--- src/hw/rtl/snfcs_pkg.sv ---
// ---------------------------------------------------------------------------
// snfcs_pkg
// shared types and constants for the spi nor flash command sequencer
// ---------------------------------------------------------------------------
`timescale 1ns / 1ps
package snfcs_pkg;

   localparam int COUNT_WIDTH = 16;
   localparam int MAX_RES     = 7;
   localparam int QUEUE_DEPTH = 2;

   typedef enum logic [2:0] {
      ACT_READ_ID  = 3'd0,
      ACT_READ     = 3'd1,
      ACT_PROGRAM  = 3'd2,
      ACT_ERASE    = 3'd3,
      ACT_CHIP     = 3'd4,
      ACT_PROT     = 3'd5,
      ACT_PAYLOAD  = 3'd6,
      ACT_REPLY    = 3'd7
   } action_type;

   typedef enum logic [2:0] {
      PH_IDLE, PH_ID, PH_READ, PH_PAYLOAD, PH_POLL
   } phase_type;

   typedef enum logic [2:0] {
      OP_NONE, OP_ID, OP_READ, OP_PAGE, OP_WORD, OP_ERASE, OP_PROT
   } op_type;

   localparam logic [7:0] OPC_RDSR  = 8'h05;
   localparam logic [7:0] OPC_EWSR  = 8'h50;
   localparam logic [7:0] OPC_WRDI  = 8'h04;
   localparam logic [7:0] OPC_WREN  = 8'h06;
   localparam logic [7:0] OPC_READ  = 8'h03;
   localparam logic [7:0] OPC_PP    = 8'h02;
   localparam logic [7:0] OPC_AAI   = 8'hAD;
   localparam logic [7:0] OPC_SE4K  = 8'h20;
   localparam logic [7:0] OPC_SE64K = 8'hD8;
   localparam logic [7:0] OPC_CE    = 8'hC7;
   localparam logic [7:0] OPC_RDID  = 8'h9F;
   localparam logic [7:0] OPC_DUMMY = 8'hFF;
   localparam logic [7:0] WRSR_ARG  = 8'h01;

   localparam int RES_BITS = 1 + 8 + 1 + 1 + 1 + 8 + 1 + 24 + 1 + 1 + 1;

   typedef struct packed {
      logic        tx_valid;
      logic [7:0]  tx_byte;
      logic        release_cs;
      logic        await_reply;
      logic        read_valid;
      logic [7:0]  read_byte;
      logic        id_valid;
      logic [23:0] device_id;
      logic        op_done;
      logic        error;
      logic        last;
   } result_type;

   typedef struct packed {
      action_type              action;
      logic [23:0]             address;
      logic [COUNT_WIDTH-1:0]  byte_count;
      logic [7:0]              data;
   } item_type;

endpackage

--- src/hw/rtl/spi_nor_flash_command_sequencer_top.sv ---
// ---------------------------------------------------------------------------
// spi_nor_flash_command_sequencer_top
// spi nor flash command sequencer: requests in, spi byte frames and data out
// ---------------------------------------------------------------------------
// request path: the queue stores each request, then the sequencer registers its
//   result list
// results: one result per cycle while rsp_tready is high; an item gives 1 to 7
//   results, and the next item is taken as the last result of the current one leaves
// reset: synchronous active high; sequencer idle, registers at reset values
`timescale 1ns / 1ps
module spi_nor_flash_command_sequencer_top (
   input  logic         clock,
   input  logic         reset,
   // configuration writes
   input  logic         csr_we,
   input  logic         csr_index,
   input  logic [23:0]  csr_wdata,
   // request items
   input  logic         req_tvalid,
   output logic         req_tready,
   input  logic [63:0]  req_tdata,  // action, address, byte_count, payload, reply
   // result items
   output logic         rsp_tvalid,
   input  logic         rsp_tready,
   output logic [47:0]  rsp_tdata,  // tx_valid, tx_byte, release_cs, await_reply,
                                    // read_valid, read_byte, id_valid, device_id,
                                    // op_done, error
   output logic         rsp_tlast
);
   import snfcs_pkg::*;

   logic        mode_ff;
   logic [23:0] large_ff;
   item_type    in_item, q_item;
   logic        q_valid, q_ready;
   result_type  res;

   // register index 0 is word mode, index 1 is the large sector boundary
   always_ff @(posedge clock) begin
      if (reset) begin
         mode_ff  <= 1'b0;
         large_ff <= 24'h010000;
      end else if (csr_we) begin
         if (!csr_index) mode_ff <= csr_wdata[0];
         else large_ff <= csr_wdata;
      end
   end

   // payload and reply share the data byte: only one is meaningful per action
   always_comb begin
      in_item.action     = action_type'(req_tdata[2:0]);
      in_item.address    = req_tdata[26:3];
      in_item.byte_count = req_tdata[42:27];
      in_item.data       = (req_tdata[2:0] == 3'(ACT_REPLY)) ? req_tdata[58:51]
                                                             : req_tdata[50:43];
   end

   snfcs_front u_front (
      .clock(clock), .reset(reset),
      .in_valid(req_tvalid), .in_ready(req_tready), .in_item(in_item),
      .q_valid(q_valid), .q_ready(q_ready), .q_item(q_item)
   );

   snfcs_back u_back (
      .clock(clock), .reset(reset),
      .q_valid(q_valid), .q_ready(q_ready), .q_item(q_item),
      .word_mode(mode_ff), .large_start(large_ff),
      .out_valid(rsp_tvalid), .out_ready(rsp_tready), .out_res(res)
   );

   assign rsp_tdata = {1'b0, res.error, res.op_done, res.device_id, res.id_valid,
                       res.read_byte, res.read_valid, res.await_reply, res.release_cs,
                       res.tx_byte, res.tx_valid};
   assign rsp_tlast = res.last;

endmodule

--- src/hw/rtl/snfcs_front.sv ---
// ---------------------------------------------------------------------------
// snfcs_front
// accepts request items and queues them for the sequencer
// ---------------------------------------------------------------------------
`timescale 1ns / 1ps
module snfcs_front (
   input  logic                 clock,
   input  logic                 reset,
   input  logic                 in_valid,
   output logic                 in_ready,
   input  snfcs_pkg::item_type  in_item,
   output logic                 q_valid,
   input  logic                 q_ready,
   output snfcs_pkg::item_type  q_item
);
   import snfcs_pkg::*;

   item_type   slot_ff [QUEUE_DEPTH];
   logic       wp_ff, wp_in, rp_ff, rp_in;
   logic [1:0] cnt_ff, cnt_in;
   logic       push, pop;

   assign in_ready = (cnt_ff != 2'(QUEUE_DEPTH));
   assign q_valid  = (cnt_ff != 2'd0);
   assign q_item   = slot_ff[rp_ff];
   assign push     = in_valid && in_ready;
   assign pop      = q_valid && q_ready;

   always_comb begin
      wp_in  = push ? ~wp_ff : wp_ff;
      rp_in  = pop ? ~rp_ff : rp_ff;
      cnt_in = cnt_ff + {1'b0, push} - {1'b0, pop};
   end

   always_ff @(posedge clock) begin
      if (reset) begin
         wp_ff  <= 1'b0;
         rp_ff  <= 1'b0;
         cnt_ff <= 2'd0;
      end else begin
         wp_ff  <= wp_in;
         rp_ff  <= rp_in;
         cnt_ff <= cnt_in;
      end
      if (push) slot_ff[wp_ff] <= in_item;
   end

`ifndef SYNTHESIS
   a_no_overflow: assert property (@(posedge clock) disable iff (reset)
      cnt_ff <= 2'(QUEUE_DEPTH)) else $error("queue overflow");
   a_empty_no_pop: assert property (@(posedge clock) disable iff (reset)
      cnt_ff == 2'd0 |-> !pop) else $error("pop from empty queue");
   a_count_track: assert property (@(posedge clock) disable iff (reset)
      push && !pop |=> cnt_ff == $past(cnt_ff) + 2'd1) else $error("count slip");
`endif
endmodule

--- src/hw/rtl/snfcs_back.sv ---
// ---------------------------------------------------------------------------
// snfcs_back
// carries out one queued item, emitting its results one per cycle while out_ready is high
// ---------------------------------------------------------------------------
`timescale 1ns / 1ps
module snfcs_back (
   input  logic                        clock,
   input  logic                        reset,
   input  logic                        q_valid,
   output logic                        q_ready,
   input  snfcs_pkg::item_type         q_item,
   input  logic                        word_mode,
   input  logic [23:0]                 large_start,
   output logic                        out_valid,
   input  logic                        out_ready,
   output snfcs_pkg::result_type       out_res
);
   import snfcs_pkg::*;

   phase_type              phase_ff, phase_in;
   op_type                 op_ff, op_in;
   logic [23:0]            addr_ff, addr_in;
   logic [COUNT_WIDTH-1:0] rem_ff, rem_in;
   logic [23:0]            id_ff, id_in;
   logic                   wbi_ff, wbi_in;

   // result list of the item in progress
   result_type             list_ff [MAX_RES];
   result_type             list_in [MAX_RES];
   logic [2:0]             num_ff, num_in, pos_ff, pos_in;
   logic                   busy_ff, busy_in;
   logic [2:0]             n;
   logic                   take;
   logic [COUNT_WIDTH-1:0] cnt, rem_dec;
   logic [7:0]             dat;

   // the next item is taken while the last result of the current one leaves
   assign q_ready   = !busy_ff || (out_ready && pos_ff == num_ff - 3'd1);
   assign take      = q_valid && q_ready;
   assign out_valid = busy_ff;
   assign out_res   = list_ff[pos_ff];
   assign cnt       = q_item.byte_count;
   assign dat       = q_item.data;
   assign rem_dec   = rem_ff - 1'b1;

   function automatic result_type tx(input logic [7:0] b, input logic rel, input logic aw);
      result_type r;
      r = '0;
      r.tx_valid = 1'b1;
      r.tx_byte = b;
      r.release_cs = rel;
      r.await_reply = aw;
      return r;
   endfunction

   always_comb begin
      result_type e;
      e        = '0;
      phase_in = phase_ff;
      op_in    = op_ff;
      addr_in  = addr_ff;
      rem_in   = rem_ff;
      id_in    = id_ff;
      wbi_in   = wbi_ff;
      for (int i = 0; i < MAX_RES; i++) list_in[i] = '0;
      n        = 3'd0;
      if (q_item.action != ACT_PAYLOAD && q_item.action != ACT_REPLY) begin
         if (phase_ff != PH_IDLE) begin
            list_in[0].error = 1'b1; n = 3'd1;
         end else begin
            unique case (q_item.action)
               ACT_READ_ID: begin
                  op_in = OP_ID; id_in = '0; rem_in = COUNT_WIDTH'(3);
                  list_in[0] = tx(OPC_RDID, 1'b0, 1'b0);
                  list_in[1] = tx(OPC_DUMMY, 1'b0, 1'b1);
                  n = 3'd2; phase_in = PH_ID;
               end
               ACT_READ: begin
                  if (cnt == '0) begin
                     list_in[0].op_done = 1'b1; n = 3'd1;
                     phase_in = PH_IDLE; op_in = OP_NONE;
                  end else begin
                     op_in = OP_READ; addr_in = q_item.address; rem_in = cnt;
                     list_in[0] = tx(OPC_READ, 1'b0, 1'b0);
                     list_in[1] = tx(q_item.address[23:16], 1'b0, 1'b0);
                     list_in[2] = tx(q_item.address[15:8], 1'b0, 1'b0);
                     list_in[3] = tx(q_item.address[7:0], 1'b0, 1'b0);
                     list_in[4] = tx(OPC_DUMMY, cnt == COUNT_WIDTH'(1), 1'b1);
                     n = 3'd5; phase_in = PH_READ;
                  end
               end
               ACT_PROGRAM: begin
                  if ((word_mode ? {cnt[COUNT_WIDTH-1:1], 1'b0} : cnt) == '0) begin
                     list_in[0].op_done = 1'b1; n = 3'd1;
                     phase_in = PH_IDLE; op_in = OP_NONE;
                  end else begin
                     op_in   = word_mode ? OP_WORD : OP_PAGE;
                     addr_in = q_item.address;
                     rem_in  = word_mode ? {cnt[COUNT_WIDTH-1:1], 1'b0} : cnt;
                     wbi_in  = 1'b0;
                     list_in[0] = tx(OPC_WREN, 1'b1, 1'b0);
                     list_in[1] = tx(word_mode ? OPC_AAI : OPC_PP, 1'b0, 1'b0);
                     list_in[2] = tx(q_item.address[23:16], 1'b0, 1'b0);
                     list_in[3] = tx(q_item.address[15:8], 1'b0, 1'b0);
                     list_in[4] = tx(q_item.address[7:0], 1'b0, 1'b0);
                     n = 3'd5; phase_in = PH_PAYLOAD;
                  end
               end
               ACT_ERASE: begin
                  op_in = OP_ERASE; addr_in = q_item.address;
                  list_in[0] = tx(OPC_WREN, 1'b1, 1'b0);
                  list_in[1] = tx((q_item.address >= large_start) ? OPC_SE64K : OPC_SE4K,
                                  1'b0, 1'b0);
                  list_in[2] = tx(q_item.address[23:16], 1'b0, 1'b0);
                  list_in[3] = tx(q_item.address[15:8], 1'b0, 1'b0);
                  list_in[4] = tx(q_item.address[7:0], 1'b1, 1'b0);
                  list_in[5] = tx(OPC_RDSR, 1'b0, 1'b0);
                  list_in[6] = tx(OPC_DUMMY, 1'b0, 1'b1);
                  n = 3'd7; phase_in = PH_POLL;
               end
               ACT_CHIP: begin
                  op_in = OP_ERASE;
                  list_in[0] = tx(OPC_WREN, 1'b1, 1'b0);
                  list_in[1] = tx(OPC_CE, 1'b1, 1'b0);
                  list_in[2] = tx(OPC_RDSR, 1'b0, 1'b0);
                  list_in[3] = tx(OPC_DUMMY, 1'b0, 1'b1);
                  n = 3'd4; phase_in = PH_POLL;
               end
               default: begin
                  list_in[0] = tx(OPC_EWSR, 1'b1, 1'b0);
                  list_in[1] = tx(WRSR_ARG, 1'b0, 1'b0);
                  list_in[2] = tx(8'h00, 1'b1, 1'b0);
                  list_in[2].op_done = 1'b1;
                  n = 3'd3; phase_in = PH_IDLE; op_in = OP_NONE;
               end
            endcase
         end
      end else if (q_item.action == ACT_PAYLOAD) begin
         if (phase_ff != PH_PAYLOAD) begin
            list_in[0].error = 1'b1; n = 3'd1;
         end else begin
            addr_in = addr_ff + 24'd1;
            rem_in  = rem_dec;
            if (op_ff == OP_WORD && !wbi_ff) begin
               list_in[0] = tx(dat, 1'b0, 1'b0); n = 3'd1; wbi_in = 1'b1;
            end else if (op_ff == OP_WORD || rem_dec == '0) begin
               wbi_in = 1'b0;
               list_in[0] = tx(dat, 1'b1, 1'b0);
               list_in[1] = tx(OPC_RDSR, 1'b0, 1'b0);
               list_in[2] = tx(OPC_DUMMY, 1'b0, 1'b1);
               n = 3'd3; phase_in = PH_POLL;
            end else begin
               list_in[0] = tx(dat, 1'b0, 1'b0); n = 3'd1;
            end
         end
      end else begin
         unique case (phase_ff)
            PH_ID: begin
               id_in  = {id_ff[15:0], dat};
               rem_in = rem_dec;
               if (rem_dec == '0) begin
                  e.id_valid = 1'b1; e.device_id = {id_ff[15:0], dat};
                  e.op_done = 1'b1; list_in[0] = e; n = 3'd1;
                  phase_in = PH_IDLE; op_in = OP_NONE;
               end else begin
                  list_in[0] = tx(OPC_DUMMY, rem_dec == COUNT_WIDTH'(1), 1'b1); n = 3'd1;
               end
            end
            PH_READ: begin
               addr_in = addr_ff + 24'd1;
               rem_in  = rem_dec;
               if (rem_dec == '0) begin
                  e.op_done = 1'b1;
                  phase_in = PH_IDLE; op_in = OP_NONE;
               end else begin
                  e = tx(OPC_DUMMY, rem_dec == COUNT_WIDTH'(1), 1'b1);
               end
               e.read_valid = 1'b1; e.read_byte = dat;
               list_in[0] = e; n = 3'd1;
            end
            PH_POLL: begin
               if (dat[0]) begin
                  list_in[0] = tx(OPC_DUMMY, 1'b0, 1'b1); n = 3'd1;
               end else begin
                  list_in[0].release_cs = 1'b1;
                  if (op_ff == OP_WORD && rem_ff != '0) begin
                     list_in[1] = tx(OPC_AAI, 1'b0, 1'b0); n = 3'd2;
                     phase_in = PH_PAYLOAD;
                  end else if (op_ff == OP_WORD || op_ff == OP_PAGE) begin
                     list_in[1] = tx(OPC_WRDI, 1'b1, 1'b0);
                     list_in[1].op_done = 1'b1; n = 3'd2;
                     phase_in = PH_IDLE; op_in = OP_NONE;
                  end else begin
                     list_in[0].op_done = 1'b1; n = 3'd1;
                     phase_in = PH_IDLE; op_in = OP_NONE;
                  end
               end
            end
            default: begin
               list_in[0].error = 1'b1; n = 3'd1;
            end
         endcase
      end
      for (int i = 0; i < MAX_RES; i++) list_in[i].last = (3'(i) == n - 3'd1);
   end

   always_comb begin
      busy_in = busy_ff;
      pos_in  = pos_ff;
      num_in  = num_ff;
      if (take) begin
         busy_in = 1'b1; pos_in = 3'd0; num_in = n;
      end else if (busy_ff && out_ready) begin
         pos_in = pos_ff + 3'd1;
         if (pos_ff == num_ff - 3'd1) busy_in = 1'b0;
      end
   end

   always_ff @(posedge clock) begin
      if (reset) begin
         phase_ff <= PH_IDLE;
         op_ff    <= OP_NONE;
         addr_ff  <= '0;
         rem_ff   <= '0;
         id_ff    <= '0;
         wbi_ff   <= 1'b0;
         busy_ff  <= 1'b0;
         pos_ff   <= 3'd0;
         num_ff   <= 3'd0;
      end else begin
         busy_ff <= busy_in;
         pos_ff  <= pos_in;
         num_ff  <= num_in;
         if (take) begin
            phase_ff <= phase_in;
            op_ff    <= op_in;
            addr_ff  <= addr_in;
            rem_ff   <= rem_in;
            id_ff    <= id_in;
            wbi_ff   <= wbi_in;
         end
      end
      if (take) list_ff <= list_in;
   end

`ifndef SYNTHESIS
   a_pos_range: assert property (@(posedge clock) disable iff (reset)
      busy_ff |-> pos_ff < num_ff) else $error("result index beyond list");
   a_last_ends: assert property (@(posedge clock) disable iff (reset)
      busy_ff && out_ready && out_res.last |=> !busy_ff || pos_ff == 3'd0)
      else $error("last without end");
   a_idle_op: assert property (@(posedge clock) disable iff (reset)
      phase_ff == PH_IDLE |-> op_ff == OP_NONE || op_ff == OP_PROT)
      else $error("idle with operation");
`endif
endmodule

--- config.mk ---
export PLATFORM = sky130hd
export DESIGN_NAME = spi_nor_flash_command_sequencer_top
export DESIGN_NICKNAME = d
export VERILOG_FILES = /design/src/hw/rtl/snfcs_pkg.sv /design/src/hw/rtl/spi_nor_flash_command_sequencer_top.sv /design/src/hw/rtl/snfcs_front.sv /design/src/hw/rtl/snfcs_back.sv
export SDC_FILE = /design/constraint.sdc
export NUM_CORES = 1
export LEC_CHECK = 0
export BUFFER_PORTS_ARGS = -buffer_cell sky130_fd_sc_hd__buf_2
export CORE_MARGIN = 1.5
export CORE_UTILIZATION = 35
export DETAILED_ROUTE_END_ITERATION = 7
export HOLD_SLACK_MARGIN = 0.03
export PLACE_DENSITY = 0.63
export SLEW_MARGIN = 15
export SYNTH_ARGS = -nofsm -noshare
export SYNTH_HDL_FRONTEND = slang
export SYNTH_SLANG_ARGS = --single-unit
--- constraint.sdc ---
create_clock -name clock -period 6.1 [get_ports clock]
set_input_delay 1.22 -clock clock [delete_from_list [all_inputs] [get_ports clock]]
set_output_delay 1.22 -clock clock [all_outputs]
set_load 0.02 [all_outputs]
# After elaboration in Yosys (flattened, before gate mapping)
# Memories as Yosys holds them, arrays and structs flattened. A register that Yosys moved wholly into a read port is not among the register bits.
# Index checks and enable logic that the tools add are counted.
dict set report totals {
  out_inout_bits 51
  ff_bits 411
  wordCells 296
  mem_bits_rw 102
  memories 1
  input_bits 94
}
dict set report classes {
  n_mux 110
  n_eq_ne 41
  bitwise_logic 5
  add_sub_neg 6
  n_reduce_logical 41
  n_lt_le_gt_ge 2
}
# memory depth word_bits rd rd_ports_with_merged_regs write_ports line
set mem_list {}
lappend mem_list {u_front.slot_ff 2 51 1 1 1 snfcs_front.sv:18} ;# item_type slot_ff [QUEUE_DEPTH];
# op count
set ops {}
lappend ops {{$pmux 96 s5} 1}
lappend ops {{$mux 192} 2}
lappend ops {{$mux 48} 8}
lappend ops {{$mux 96} 4}
lappend ops {{$mux 289} 1}
lappend ops {{$pmux 48 s5} 1}
lappend ops {{$mux 16} 12}
lappend ops {{$pmux 48 s4} 1}
lappend ops {{$bmux 48 s3} 1}
lappend ops {{$mux 144} 1}
lappend ops {{$pmux 48 s3} 1}
lappend ops {{$pmux 46 s3} 1}
lappend ops {{$mux 45} 3}
lappend ops {{$mux 97} 1}
lappend ops {{$mux 46} 2}
lappend ops {{$mux 39} 2}
lappend ops {{$mux 3} 22}
lappend ops {{$logic_not 16->1} 3}
lappend ops {{$pmux 16 s3} 1}
lappend ops {{$mux 35} 1}
lappend ops {{$eq 16x1->1 const B} 2}
lappend ops {{$mux 1} 26}
lappend ops {{$ge 24x24->1} 1}
lappend ops {{$mux 8} 3}
lappend ops {{41 further kinds} 104}

# Logic depth before layout (Yosys ltp)
dict set report depth {
  word_depth 10
  depth_mapped 14
}

# Hierarchy
# From an unflattened synthesis, not the netlist that was laid out.
dict set report unflattened {
  cells_unflattened 1167
  hier_area_um2 13481.7
}
# module instances area_per_inst_um2 cells_per_inst
set by_module_without_submodules {}
lappend by_module_without_submodules {snfcs_back 1 8261.7 863}
lappend by_module_without_submodules {snfcs_front 1 4174.0 183}
lappend by_module_without_submodules {spi_nor_flash_command_sequencer_top 1 1046.0 121}

# Least setup slack after synthesis
# OpenSTA, ideal clock, no wires.
dict set report synth_timing {
  kind {input-to-reg}
  startpoint {in rsp_tready}
  endpoint {reg u_back.op_ff[2]}
  slack_ps -310
  stages 8
  arrival_time_ps 6271
  cell_sequence {inv_1 -> o41ai_1 -> o21ai_0 -> inv_1 -> clkbuf_1 -> o21ai_0 -> a2111oi_0 -> a211oi_1}
}
dict set report synth_via {
  elab_chain_len 4
}
# element line
set synth_rtl {}
lappend synth_rtl {{start: declaration} spi_nor_flash_command_sequencer_top.sv:24} ;# input logic rsp_tready,
lappend synth_rtl {{$logic_and 1x1->1} snfcs_back.sv:38} ;# assign q_ready = !busy_ff || (out_ready && pos_ff == num_ff - 3'd1);
lappend synth_rtl {{$logic_or 1x1->1} snfcs_back.sv:38}
lappend synth_rtl {{$logic_and 1x1->1} snfcs_back.sv:39} ;# assign take = q_valid && q_ready;
lappend synth_rtl {{$reduce_and 7->1 (no line)} --}
lappend synth_rtl {{end signal: assignment} snfcs_back.sv:236} ;# op_ff <= op_in;
lappend synth_rtl {{end: declaration} snfcs_back.sv:21} ;# op_type op_ff, op_in;
# Every way passes these cells.
# A chain may end at the register's enable or synchronous reset.

==> results.cfg <==
[run_status]
status = finished clean

[place]
dp_cells = 1742
dp_hpwl_um = 22600
globalplace.congestion = 0.8848
io_buffer_count = 138

[sta]
finalHoldViolCount = 0
drv_slew = 0
skew_ns = 0.01026
worstMarginPinSlew_ns = 1.064
min_period_over_period_pct = 68.17
fin_crit_ns = 4.158
relSlewSlack_pct = 27.04
setup_violations = 0
timing.setup.tns_ns = 0
grt_setup_unrepaired = no
max_freq_ghz = 0.2405

[yosys]
synth_edf_count = 201
yosys_warnings = 0
netlist_instances = 1188
synth-seq-area-share_pct = 57.62
synth_common_cells = edfxtp_1 (201), nand2_1 (110), nor2_1 (107)
synth_seq_cells = 277
synth_most_common_cell = edfxtp_1
syn_avg_cell_area_um2 = 11.04
syn_area_um2 = 13120
ys.flop_type = edfxtp_1
yosysTopAreaCellShare_pct = 46.02
async_flop_share_pct = 0
synthTopCellsByArea = edfxtp_1 (46%), dfxtp_1 (12%), a21oi_1 (3.9%), nand2_1 (3.1%), nor2_1 (3.1%)
yosysTopAreaCell = edfxtp_1
ys_types = 74

[clock_network]
tritoncts = done
cts_max_path_buffers = 3
clkTransAtPathRegs_ns = 0.06
clk_latency_ns = 0.55
cts_root_buf = clkbuf_16
post_cts_buffers = 0
post_cts_resized = 0
cts_hold_buf = 0
cts_buffers = 30
htreeDepth = 1
cts_sinks = 277

[die]
fp.dieH_um = 196.6
num_rows = 70
die_w_um = 196.6
core_um2 = 36790
io_pins = 145
dieArea_um2 = 38640
initial_utilization_pct = 35.65

[critical_path]
path_class = reg2reg
startpoint_type = flip-flop
path_max_fanout = 33
path_buf_inv = 0
critPathMaxStageDelay_ns = 0.91
worst_ep_arrival_time_ns = 4.62
cp_slowest_cell = dfxtp_2
crit_chain = nand3_1 -> nand2_1 -> nand2_1 -> a221oi_1 -> nand3_1 -> a221o_1 -> a21oi_1
required_ns = 6.56
crit_family = simple AND/OR/NAND/NOR gates
endpoint_kind = flip-flop

[global_route]
antenna_found_initial = 2
grt_usage_pct = 16.22
globalRouteOverflowTotal = 0
grt_pass1_vias = 9038
grt_max_degree = 79
grt_pass1_wl_um = 49790

[detailed_routing]
drt-vias-per-instance = 5.275
wire_per_inst_um = 17.73
wl_um = 31900
ant_nets = 0
vias = 9490
drcViolationCount = 0
first_pass_iters = 5
drt_iter0_drc = 1042

[power]
p_per_area_nw_per_um2 = 481.6
power_leakage_nw = 5.594
vdd_ir_drop_max_mv = 0.2456

[finish]
layout.nets = 1431
nFillCells = 3587
finalNonFillerCells = 1799
seqCellArea_um2 = 7559
multi_input_area_um2 = 5089
area_growth_pct = 16.30
layout-drive-gt1-share_pct = 19.47

[hold_path]
min_path_type = reg2reg
hold_start = u_back.id_ff[10]

[run]
maxCapViolations = 0
power breakdown:
group	internal [W]	switching (W)	total [W]
Combinational	0.000927	0.00173	0.00266
Clock	0.00111	0.000719	0.00183
Sequential	0.00263	0.000229	0.00285
Total	0.00466	0.00268	0.00735
sequential cells by signal, summed over array words and instances (netlist names), named ones only:
register / cells
u_back.op_ff: 3
u_back.pos_ff: 3
u_back.phase_ff: 3
u_back.list_ff: 99
u_front.rp_ff: 1
u_front.cnt_ff: 2
u_back.rem_ff: 16
u_back.out_valid: 1
large_ff: 24
u_back.id_ff: 16
u_back.num_ff: 3
u_front.slot_ff: 102
u_back.wbi_ff: 1
mode_ff: 1
u_front.wp_ff: 1
cell families (layout without fill, tap and decap cells):
logic type | Yosys count | in the layout | synth area share, %
AND/OR/NAND/NOR | 390 | 390 | 14.30
flip-flops | 277 | 277 | 57.62
AO/OA/AOI/OAI | 268 | 268 | 12.75
buffers and inverters | 126 | 267 | 3.768
multiplexers | 80 | 80 | 7.460
adder cells (fa/ha/maj) | 31 | 31 | 2.957
XOR/XNOR | 15 | 15 | 1.116
other | 1 | 3 | 0.02859
placed cells by master, fill, tap and decap left out, types with 6 or more instances in the layout:
cell	n
nor3_1	32
dfxtp_1	75
nor4_1	12
nand3_1	23
and2_1	56
buf_2	138
buf_4	13
a221oi_1	14
nand4_1	7
xnor2_1	6
nor2_1	106
mux2_2	32
mux2i_1	37
a21o_1	10
clkbuf_1	10
o21a_1	9
a21boi_0	7
edfxtp_1	201
a22oi_1	6
inv_1	57
a31oi_1	8
clkbuf_16	31
a21oi_1	100
o22ai_1	21
xor2_1	8
ha_1	31
mux4_2	11
a211oi_1	10
nand2_1	110
o211ai_1	10
o21ai_0	47
layout make-up:
cell class	count	area share, %
Tap cell	468	3.839
Sequential cell	277	49.55
Clock inverter	14	1.148
Multi-Input combinational cell	786	33.36
Timing Repair Buffer	151	5.168
Clock buffer	42	5.422
Inverter	60	1.493
Antenna cell	1	0.01641
routing by layer:
layer / vias to the layer above / track usage [%] / share of wire (%)
met5: - / 0 / 0.022
met4: 2 / 3.280 / 1.8
met3: 39 / 2.019 / 6.0
met2: 322 / 25.91 / 46
met1: 4534 / 23.72 / 47
li1: 4593 / - / -
worst min-delay path, stage by stage (launching register included):
cell     delay (ns)
dfxtp_1        0.30
nand2_1        0.05
a21oi_1        0.05
through the flow:
step	instance area (um^2)	total power [W]	hold slack [ns]	setup slack, ns	util, %
after CTS	15250	0.007381	0.4474	1.958	41.45
after floorplan	13120	0.004757	0.4273	1.566	-
after global routing	15250	0.007768	0.4734	1.646	41.46
final	15250	0.007346	0.4470	1.942	41.47
after global placement	14240	0.005505	0.4380	2.019	38.72
after detailed placement	14240	0.005547	0.4391	1.932	38.72
worst paths after layout:
path                                          to  slack, ns  depth (start not counted)
worst max-delay path            u_back.rem_ff[0]       1.94                          7
worst min-delay path            u_back.id_ff[10]       0.45                          2
worst max register to register  u_back.rem_ff[0]       1.94                          7
worst min register to register  u_back.id_ff[10]       0.45                          2
No activity file was read; power rests on OpenSTA's default activity.
